### config.mk
export PLATFORM = sky130hd
export DESIGN_NAME = utf8_decode_classify_top
export DESIGN_NICKNAME = d
export VERILOG_FILES = /design/src/utf8dc_pkg.sv /design/src/utf8_decode_classify_top.sv /design/src/utf8dc_decode.sv /design/src/utf8dc_classify.sv
export VERILOG_INCLUDE_DIRS = /design/src /design/src/src
export SDC_FILE = /design/constraint.sdc
export NUM_CORES = 1
export LEC_CHECK = 0
export BUFFER_PORTS_ARGS = -buffer_cell sky130_fd_sc_hd__buf_2
export CAP_MARGIN = 30
export CELL_PAD_IN_SITES_DETAIL_PLACEMENT = 1
export CELL_PAD_IN_SITES_GLOBAL_PLACEMENT = 1
export CORE_ASPECT_RATIO = 2
export CORE_UTILIZATION = 40
export CTS_BUF_LIST = sky130_fd_sc_hd__clkbuf_4 sky130_fd_sc_hd__clkbuf_8
export DETAILED_ROUTE_END_ITERATION = 8
export PLACE_DENSITY_LB_ADDON = 0.1
export SLEW_MARGIN = 30
export SYNTH_ARGS = -nofsm -noshare
export SYNTH_HDL_FRONTEND = slang
export SYNTH_HIERARCHICAL = 1
export SYNTH_SLANG_ARGS = --single-unit
### constraint.sdc
create_clock -name clk -period 5.3 [get_ports clk]
set_input_delay 0.265 -clock clk [delete_from_list [all_inputs] [get_ports clk]]
set_output_delay 0.265 -clock clk [all_outputs]
set_load 0.1 [all_outputs]
### src/utf8_decode_classify_top_defines.svh
// ----------------------------------------------------------------------------
// utf8_decode_classify_top_defines
// Assertion macros used by the UTF-8 decoder RTL (utf8dc_decode).
// ----------------------------------------------------------------------------
`ifndef UTF8_DECODE_CLASSIFY_TOP_DEFINES_SVH
`define UTF8_DECODE_CLASSIFY_TOP_DEFINES_SVH

// plain property, checked while out of reset
`define UDC_ASSERT(label, clk, rst_n, prop) \
  label: assert property (@(posedge clk) disable iff (!rst_n) (prop)) \
    else $error("utf8 decoder check failed");

// antecedent in this cycle, consequent in the next
`define UDC_ASSERT_NEXT(label, clk, rst_n, ante, cons) \
  label: assert property (@(posedge clk) disable iff (!rst_n) (ante) |=> (cons)) \
    else $error("utf8 decoder sequence check failed");

`endif

### src/utf8dc_pkg.sv
// ----------------------------------------------------------------------------
// utf8dc_pkg
// Widths, class codes and shared types of the UTF-8 decoder.
// ----------------------------------------------------------------------------
package utf8dc_pkg;

  localparam int BYTE_W = 8;
  localparam int CP_W   = 31;
  localparam int CLS_W  = 4;
  localparam int BC_W   = 3;

  localparam logic [CLS_W-1:0] CLS_LATIN    = 4'd0;
  localparam logic [CLS_W-1:0] CLS_GREEK    = 4'd1;
  localparam logic [CLS_W-1:0] CLS_CYRILLIC = 4'd2;
  localparam logic [CLS_W-1:0] CLS_ARMENIAN = 4'd3;
  localparam logic [CLS_W-1:0] CLS_HEBREW   = 4'd4;
  localparam logic [CLS_W-1:0] CLS_ARABIC   = 4'd5;
  localparam logic [CLS_W-1:0] CLS_CJK      = 4'd6;
  localparam logic [CLS_W-1:0] CLS_PUNCT    = 4'd7;
  localparam logic [CLS_W-1:0] CLS_DIGIT    = 4'd8;
  localparam logic [CLS_W-1:0] CLS_EMOJI    = 4'd9;
  localparam logic [CLS_W-1:0] CLS_UNKNOWN  = 4'd10;

  // decoder to top: a finished character, if any
  typedef struct packed {
    logic              emit;
    logic [CP_W-1:0]   code;
    logic [BC_W-1:0]   count;
  } dec_res_t;

endpackage

### src/utf8_decode_classify_top.sv
// ----------------------------------------------------------------------------
// utf8_decode_classify_top
// Streaming UTF-8 decoder with script class and display width per character.
// ----------------------------------------------------------------------------
// Input channel (in_valid/in_ready/in_data_byte) takes one raw byte a
// cycle while in_ready is high. Output channel (out_valid/out_ready and
// out_ payload) gives one result per completed sequence: code point,
// script class, double-width flag and the number of bytes the sequence
// used. Bytes that only continue a sequence produce no result.
// A byte is held in the input register, then decoded and classified on
// the way into the result register, from which the result of the final
// byte of a sequence is shown.
// Throughput: one byte every cycle while the receiver takes results, set
// by the single input register and the single result register; the result
// register is refilled in the same cycle it is taken.
// Reset (rst_n low at a clock edge) empties both registers and drops any
// partly assembled sequence.
// A stalled receiver holds the result; a byte that would complete a
// sequence then waits in the input register, and in_ready falls once that
// register is also full. Bytes that complete nothing keep flowing.
// ----------------------------------------------------------------------------
module utf8_decode_classify_top (
  input  logic                           clk,
  input  logic                           rst_n,
  input  logic                           in_valid,
  output logic                           in_ready,
  input  logic [utf8dc_pkg::BYTE_W-1:0]  in_data_byte,
  output logic                           out_valid,
  input  logic                           out_ready,
  output logic [utf8dc_pkg::CP_W-1:0]    out_code_point,
  output logic [utf8dc_pkg::CLS_W-1:0]   out_script_class,
  output logic                           out_full_width,
  output logic [utf8dc_pkg::BC_W-1:0]    out_byte_count
);
  import utf8dc_pkg::*;

  logic              s1_valid_r, s1_valid_nxt;
  logic [BYTE_W-1:0] s1_byte_r;
  logic              out_valid_r, out_valid_nxt;
  logic [CP_W-1:0]   code_r;
  logic [CLS_W-1:0]  class_r;
  logic              wide_r;
  logic [BC_W-1:0]   count_r;

  dec_res_t          dec_res;
  logic [CLS_W-1:0]  cls;
  logic              wide;
  logic              out_space;
  logic              s1_fire;
  logic              load_out;

  utf8dc_decode u_decode (
    .clk       (clk),
    .rst_n     (rst_n),
    .byte_i    (s1_byte_r),
    .advance_i (s1_fire),
    .res_o     (dec_res)
  );

  utf8dc_classify u_classify (
    .code_i  (dec_res.code),
    .class_o (cls),
    .wide_o  (wide)
  );

  assign out_space     = !out_valid_r || out_ready;
  assign s1_fire       = s1_valid_r && (!dec_res.emit || out_space);
  assign load_out      = s1_fire && dec_res.emit;
  assign in_ready      = !s1_valid_r || s1_fire;
  assign s1_valid_nxt  = (in_valid && in_ready) || (s1_valid_r && !s1_fire);
  assign out_valid_nxt = load_out || (out_valid_r && !out_ready);

  always_ff @(posedge clk) begin
    if (!rst_n) begin
      s1_valid_r  <= 1'b0;
      out_valid_r <= 1'b0;
    end else begin
      s1_valid_r  <= s1_valid_nxt;
      out_valid_r <= out_valid_nxt;
    end
  end

  always_ff @(posedge clk) begin
    if (in_valid && in_ready) begin
      s1_byte_r <= in_data_byte;
    end
    if (load_out) begin
      code_r  <= dec_res.code;
      class_r <= cls;
      wide_r  <= wide;
      count_r <= dec_res.count;
    end
  end

  assign out_valid        = out_valid_r;
  assign out_code_point   = code_r;
  assign out_script_class = class_r;
  assign out_full_width   = wide_r;
  assign out_byte_count   = count_r;

endmodule

### src/utf8dc_decode.sv
// ----------------------------------------------------------------------------
// utf8dc_decode
// Sequence tracker: lead byte decoding and continuation byte assembly.
// ----------------------------------------------------------------------------
`include "utf8_decode_classify_top_defines.svh"

module utf8dc_decode (
  input  logic                          clk,
  input  logic                          rst_n,
  input  logic [utf8dc_pkg::BYTE_W-1:0] byte_i,
  input  logic                          advance_i,
  output utf8dc_pkg::dec_res_t          res_o
);
  import utf8dc_pkg::*;

  logic [BC_W-1:0] bytes_left_r, bytes_left_nxt;
  logic [BC_W-1:0] seq_len_r, seq_len_nxt;
  logic [CP_W-1:0] partial_r, partial_nxt;
  logic [CP_W-1:0] shifted;

  assign shifted = {partial_r[CP_W-7:0], byte_i[5:0]};

  always_comb begin
    bytes_left_nxt = bytes_left_r;
    seq_len_nxt    = seq_len_r;
    partial_nxt    = partial_r;
    res_o.emit     = 1'b0;
    res_o.code     = shifted;
    res_o.count    = seq_len_r;
    if (bytes_left_r != '0) begin
      // pending sequence: every byte counts as a continuation
      if (bytes_left_r == BC_W'(1)) begin
        res_o.emit     = 1'b1;
        bytes_left_nxt = '0;
        seq_len_nxt    = '0;
        partial_nxt    = '0;
      end else begin
        bytes_left_nxt = bytes_left_r - BC_W'(1);
        partial_nxt    = shifted;
      end
    end else begin
      priority if (byte_i[7:6] != 2'b11) begin
        res_o.emit  = 1'b1;
        res_o.code  = CP_W'(byte_i);
        res_o.count = BC_W'(1);
      end else if (byte_i[5] == 1'b0) begin
        seq_len_nxt = BC_W'(2);
        partial_nxt = CP_W'(byte_i[4:0]);
      end else if (byte_i[4] == 1'b0) begin
        seq_len_nxt = BC_W'(3);
        partial_nxt = CP_W'(byte_i[3:0]);
      end else if (byte_i[3] == 1'b0) begin
        seq_len_nxt = BC_W'(4);
        partial_nxt = CP_W'(byte_i[2:0]);
      end else if (byte_i[2] == 1'b0) begin
        seq_len_nxt = BC_W'(5);
        partial_nxt = CP_W'(byte_i[1:0]);
      end else begin
        // 0xfc to 0xff, six-byte lead
        seq_len_nxt = BC_W'(6);
        partial_nxt = CP_W'(byte_i[0]);
      end
      if (byte_i[7:6] == 2'b11) begin
        bytes_left_nxt = seq_len_nxt - BC_W'(1);
      end
    end
  end

  always_ff @(posedge clk) begin
    if (!rst_n) begin
      bytes_left_r <= '0;
      seq_len_r    <= '0;
      partial_r    <= '0;
    end else if (advance_i) begin
      bytes_left_r <= bytes_left_nxt;
      seq_len_r    <= seq_len_nxt;
      partial_r    <= partial_nxt;
    end
  end

  `UDC_ASSERT(a_left_below_len, clk, rst_n,
    (bytes_left_r == '0) || ((seq_len_r >= BC_W'(2)) && (bytes_left_r < seq_len_r)))
  `UDC_ASSERT_NEXT(a_emit_clears, clk, rst_n, advance_i && res_o.emit,
    (bytes_left_r == '0) && (partial_r == '0))
  `UDC_ASSERT_NEXT(a_hold_on_stall, clk, rst_n, !advance_i,
    $stable(bytes_left_r) && $stable(seq_len_r) && $stable(partial_r))

endmodule

### src/utf8dc_classify.sv
// ----------------------------------------------------------------------------
// utf8dc_classify
// Script class by ordered range tests and the double-width display flag.
// ----------------------------------------------------------------------------
module utf8dc_classify (
  input  logic [utf8dc_pkg::CP_W-1:0]  code_i,
  output logic [utf8dc_pkg::CLS_W-1:0] class_o,
  output logic                         wide_o
);
  import utf8dc_pkg::*;

  function automatic logic in_rng(input logic [CP_W-1:0] v,
                                  input logic [CP_W-1:0] lo,
                                  input logic [CP_W-1:0] hi);
    in_rng = (v >= lo) && (v <= hi);
  endfunction

  logic cjk, emoji, latin, punct;

  always_comb begin
    cjk = in_rng(code_i, 31'h1100, 31'h115F) || in_rng(code_i, 31'h2E80, 31'h303E) ||
          in_rng(code_i, 31'h3041, 31'h33FF) || in_rng(code_i, 31'h3400, 31'h4DBF) ||
          in_rng(code_i, 31'h4E00, 31'h9FFF) || in_rng(code_i, 31'hF900, 31'hFAFF) ||
          in_rng(code_i, 31'hFE30, 31'hFE6F) || in_rng(code_i, 31'h20000, 31'h3FFFD);
    emoji = in_rng(code_i, 31'h1F300, 31'h1F64F) || in_rng(code_i, 31'h1F900, 31'h1F9FF);
    latin = in_rng(code_i, 31'h41, 31'h5A) || in_rng(code_i, 31'h61, 31'h7A) ||
            in_rng(code_i, 31'h80, 31'h24F);
    punct = in_rng(code_i, 31'h20, 31'h2F) || in_rng(code_i, 31'h3A, 31'h40) ||
            in_rng(code_i, 31'h5B, 31'h60) || in_rng(code_i, 31'h7B, 31'h7E) ||
            in_rng(code_i, 31'h2000, 31'h206F) || in_rng(code_i, 31'h3000, 31'h303F);

    wide_o = cjk || emoji || in_rng(code_i, 31'hA000, 31'hA4CF) ||
             in_rng(code_i, 31'hAC00, 31'hD7A3) || in_rng(code_i, 31'hFF00, 31'hFF60) ||
             in_rng(code_i, 31'hFFE0, 31'hFFE6);

    // first matching range wins
    priority if (latin)                                  class_o = CLS_LATIN;
    else if (in_rng(code_i, 31'h370, 31'h3FF))           class_o = CLS_GREEK;
    else if (in_rng(code_i, 31'h400, 31'h52F))           class_o = CLS_CYRILLIC;
    else if (in_rng(code_i, 31'h530, 31'h58F))           class_o = CLS_ARMENIAN;
    else if (in_rng(code_i, 31'h590, 31'h5FF))           class_o = CLS_HEBREW;
    else if (in_rng(code_i, 31'h600, 31'h6FF))           class_o = CLS_ARABIC;
    else if (cjk)                                        class_o = CLS_CJK;
    else if (punct)                                      class_o = CLS_PUNCT;
    else if (in_rng(code_i, 31'h30, 31'h39))             class_o = CLS_DIGIT;
    else if (emoji)                                      class_o = CLS_EMOJI;
    else                                                 class_o = CLS_UNKNOWN;
  end

endmodule
==> run_results.csv <==
group,metric,value,unit
final_layout,fillCellCount,1360,
clock_tree,h-tree-depth,3,
final_layout,final_net_count,541,
synth,async_flop_share,0,%
synth,postSynthRegisterBits,80,
worst_setup_path,critical_path.startpoint_type,"register",
clock_tree,holdBufCountCts,0,
floorplanning,io-pin-count,53,
power_and_ir_drop,vdd_ir_drop_max,182.4,uV
timing,setup-tns-final,0,ps
worst_setup_path,worstPathRequired,5490,ps
synth,netlist_instances,495,
synth,synth_top_area_share,30.40,%
timing,fin_crit_sh,86.18,%
synth,parity_gate_share_of_the_synthesized_area_counting_xor_and_xnor_cells,0.1887,%
worst_setup_path,crit_path_start,"u_decode/bytes_left_r[0]",
worst_setup_path,timing_worst_setup_path_type,"register to register",
route,drt-total-wl,16400,um
power_and_ir_drop,p_seq_share,46.1,%
worst_setup_path,worstSetupEndpointType,"register",
synth,synth_top_family_by_area,"simple AND/OR/NAND/NOR gates",
power_and_ir_drop,comb_power_share,21.6,%
route,drt-wirelength-per-cell,24.40,um
grt,grt_pass1_wl,24870,um
worst_setup_path,r2r-start,"u_decode/bytes_left_r[0]",
synth,synthesis.area,4642,um2
timing,number_of_max_slew_violations_in_the_final_report,0,
floorplanning,fp.dieH,154.3,um
power_and_ir_drop,clock_power_share,32.3,%
synth,postSynthAreaPerCell,9.378,um2
clock_tree,cts.repair.resized,0,
power_and_ir_drop,intPower,992.6,uW
placement,globalplace.congestion,1.017,
outcome,outcome,"completed",
synth,synth.distinct_cells,69,
grt,maximum_number_of_pins_on_one_net_before_global_route_repair,42,
grt,antenna_violations_before_repair,0,
floorplanning,die_x,78.18,um
timing,fin_crit,4567,ps
floorplanning,core_area,11290,um2
worst_setup_path,critPathCapture,"out_script_class[0]",
placement,place.detailed.hpwl,11710,um
route,post-route-drc-count,0,
power_and_ir_drop,leakagePower,0.001837,uW
final_layout,drive_gt1_share,20.38,%
clock_tree,insertion_delay,360,ps
synth,yosys.area_share.adder,1.078,%
grt,grt_pass1_vias,4267,
final_layout,syn_to_final_growth,10.81,%
timing,fmax,0.2189,GHz
power_and_ir_drop,power_density,296.9,nW/um2
clock_tree,tritoncts,"done",
job,drv_cap,0,
route,drt_first_pass_iters,5,
clock_tree,cts_setup_buffers,0,
worst_setup_path,worst_ep_arrival_time,4760,ps
final_layout,final_cell_mix,"nand2_1, buf_2, edfxtp_1, nand3_1, nor2_1",
synth,synth-edff-count,47,
final_layout,final_cell_count_no_fill,672,
clock_tree,cts-buffers-inserted,9,
clock_tree,cts_num_sinks,80,
timing,final_hold_viol_count,0,
route,first_iter_violations,333,
timing,timing.max_slew.rel_slack,34.06,%
synth,syn_nets,511,
route,vias_per_cell,6.243,
final_layout,antenna_cells_inserted,0,
clock_tree,clk_pin_slew,100,ps
synth,yosys_warnings,6,
floorplanning,start_util,41.13,%
final_layout,area_used_by_multi_input_combinational_logic,2322,um2
worst_setup_path,worstRegToRegCells,13,
timing,timing_worst_slew_pin_value,980.1,ps
worst_setup_path,ff2ff_setup_slack,730,ps
route,via_count,4195,
route,ant_nets,0,
worst_setup_path,worstPathMaxFanout,26,
timing,clock_skew,10.84,ps
floorplanning,floorplan.die_area,12070,um2
clock_tree,cts_root_buffer,"clkbuf_8",
clock_tree,clock_path_buffers,2,
synth,synthMuxAreaShare,0.2156,%
grt,groute.usage.overall,28.11,%
floorplanning,rows,55,
worst_setup_path,reg2reg_to,"out_script_class[0]",
synth,synth-simple-area-share,29.35,%
worst_hold_path,worstHoldPathType,"input pin to register",
placement,port-buffer-count,52,
placement,placed_instance_count,656,
power_and_ir_drop,power.total,1527,uW
synth,ys_top_cells_by_area,"edfxtp_1, dfxtp_1, nand2_1",
synth,yosysSeqAreaShare,44.64,%
final_layout,final_common_cell,"nand2_1",
synth,top_flip_flop_cell_by_instance_count_after_synthesis,"edfxtp_1",
timing,setup_repair_after_global_routing_missed_its_margin,"no",
power_and_ir_drop,p_sw,534.5,uW
timing,fin_hold_ws,75.94,ps
power_and_ir_drop,power_switching_share,35.00,%
synth,synth_top_area_cell,"edfxtp_1",
timing,finalSetupViolCount,0,
synth,synth-compound-area-share,19.03,%
grt,grt_overflow_total,0,
final_layout,sequential_cell_area,2072,um2
worst max-delay path, stage by stage, from the launching register on:
cell and delay, ps:
dfxtp_1 340, inv_1 100, ha_1 310, nor2b_4 280, nand2_1 470, and2_1 490, buf_4 230, nor4_1 400
nand2_1 90, nor4_1 760, a32oi_1 250, o2111ai_1 380, nor2_1 90, o221ai_1 180
logic make-up after synthesis:
| logic type | count (synthesis) |
|---|---|
| AND/OR/NAND/NOR | 251 |
| buffers and inverters | 50 |
| XOR/XNOR | 1 |
| adder cells (fa/ha/maj) | 4 |
| multiplexers | 1 |
| AO/OA/AOI/OAI | 108 |
| flip-flops | 80 |
sequential cells by signal, indices dropped and copies added (netlist names):
name                   count
out_valid                  1
s1_valid_r                 1
s1_byte_r                  8
u_decode/bytes_left_r      3
out_full_width             1
u_decode/seq_len_r         3
out_code_point            31
u_decode/partial_r        25
out_script_class           4
out_byte_count             3
cell usage after synthesis (3+ instances only):
cell type	instances
dfxtp_1	33
o21ai_0	14
and3_1	6
nor2_1	36
and2_1	28
o2111ai_1	5
or2_1	4
nor3_1	14
o211ai_1	6
a31oi_1	4
or3_1	6
nand4_1	10
inv_1	7
and4_1	4
ha_1	4
a21boi_2	14
or4_1	5
buf_4	8
nand3_1	39
a31o_2	3
buf_2	6
a21oi_1	11
o221ai_1	3
a311oi_1	3
nor4_1	13
nor4_2	3
nor2b_1	5
a21boi_1	5
nand2b_1	8
nand2_1	58
edfxtp_1	47
a21boi_0	7
buf_6	4
clkbuf_1	25
a211oi_1	4
worst min-delay path by stage:
stage / slack (ps) / from / endpoint / cells past startpoint
after floorplan: 360 / in_data_byte[0] / s1_byte_r[0] / 0
after global placement: 440 / u_decode/partial_r[22] / u_decode/partial_r[22] / 2
after detailed placement: 440 / in_data_byte[6] / s1_byte_r[6] / 1
after CTS: 60 / in_data_byte[6] / s1_byte_r[6] / 1
after global routing: 60 / in_data_byte[6] / s1_byte_r[6] / 1
final: 80 / in_data_byte[6] / s1_byte_r[6] / 1
through the flow:
stage	setup slack, ps	util (%)	cell area, um2
global placement	843.3	43.71	4933
CTS	749.1	45.58	5144
detailed placement	752.2	43.71	4933
global route	484.4	45.58	5144
finish	732.6	45.58	5144
floorplan	1867	-	4642
power by group through the flow:
stage          sequential, uW  combinational, uW  clock [uW]
2_1_floorplan             833                144           0
6_report                  704                330         493
5_1_grt                   707                346         524
3_3_place_gp              718                326           0
4_1_cts                   704                329         506
3_5_place_dp              719                328           0
final cells by class:
| class | count | area share, % |
|---|---|---|
| multi-input combinational | 365 | 45.15 |
| sequential | 80 | 40.28 |
| timing repair buffer | 62 | 6.519 |
| tap | 142 | 3.454 |
| clock buffer | 10 | 2.676 |
| clock inverter | 6 | 1.411 |
| inverter | 7 | 0.5108 |
layer usage:
layer | up-vias | GRT usage (%) | share of wire [%]
li1 | 1919 | - | -
met1 | 2072 | 28.49 | 35
met2 | 144 | 52.38 | 55
met3 | 60 | 4.661 | 4.0
met4 | 0 | 16.75 | 6.2
met5 | - | 0 | 0
No activity file was read; power rests on OpenSTA's default activity.
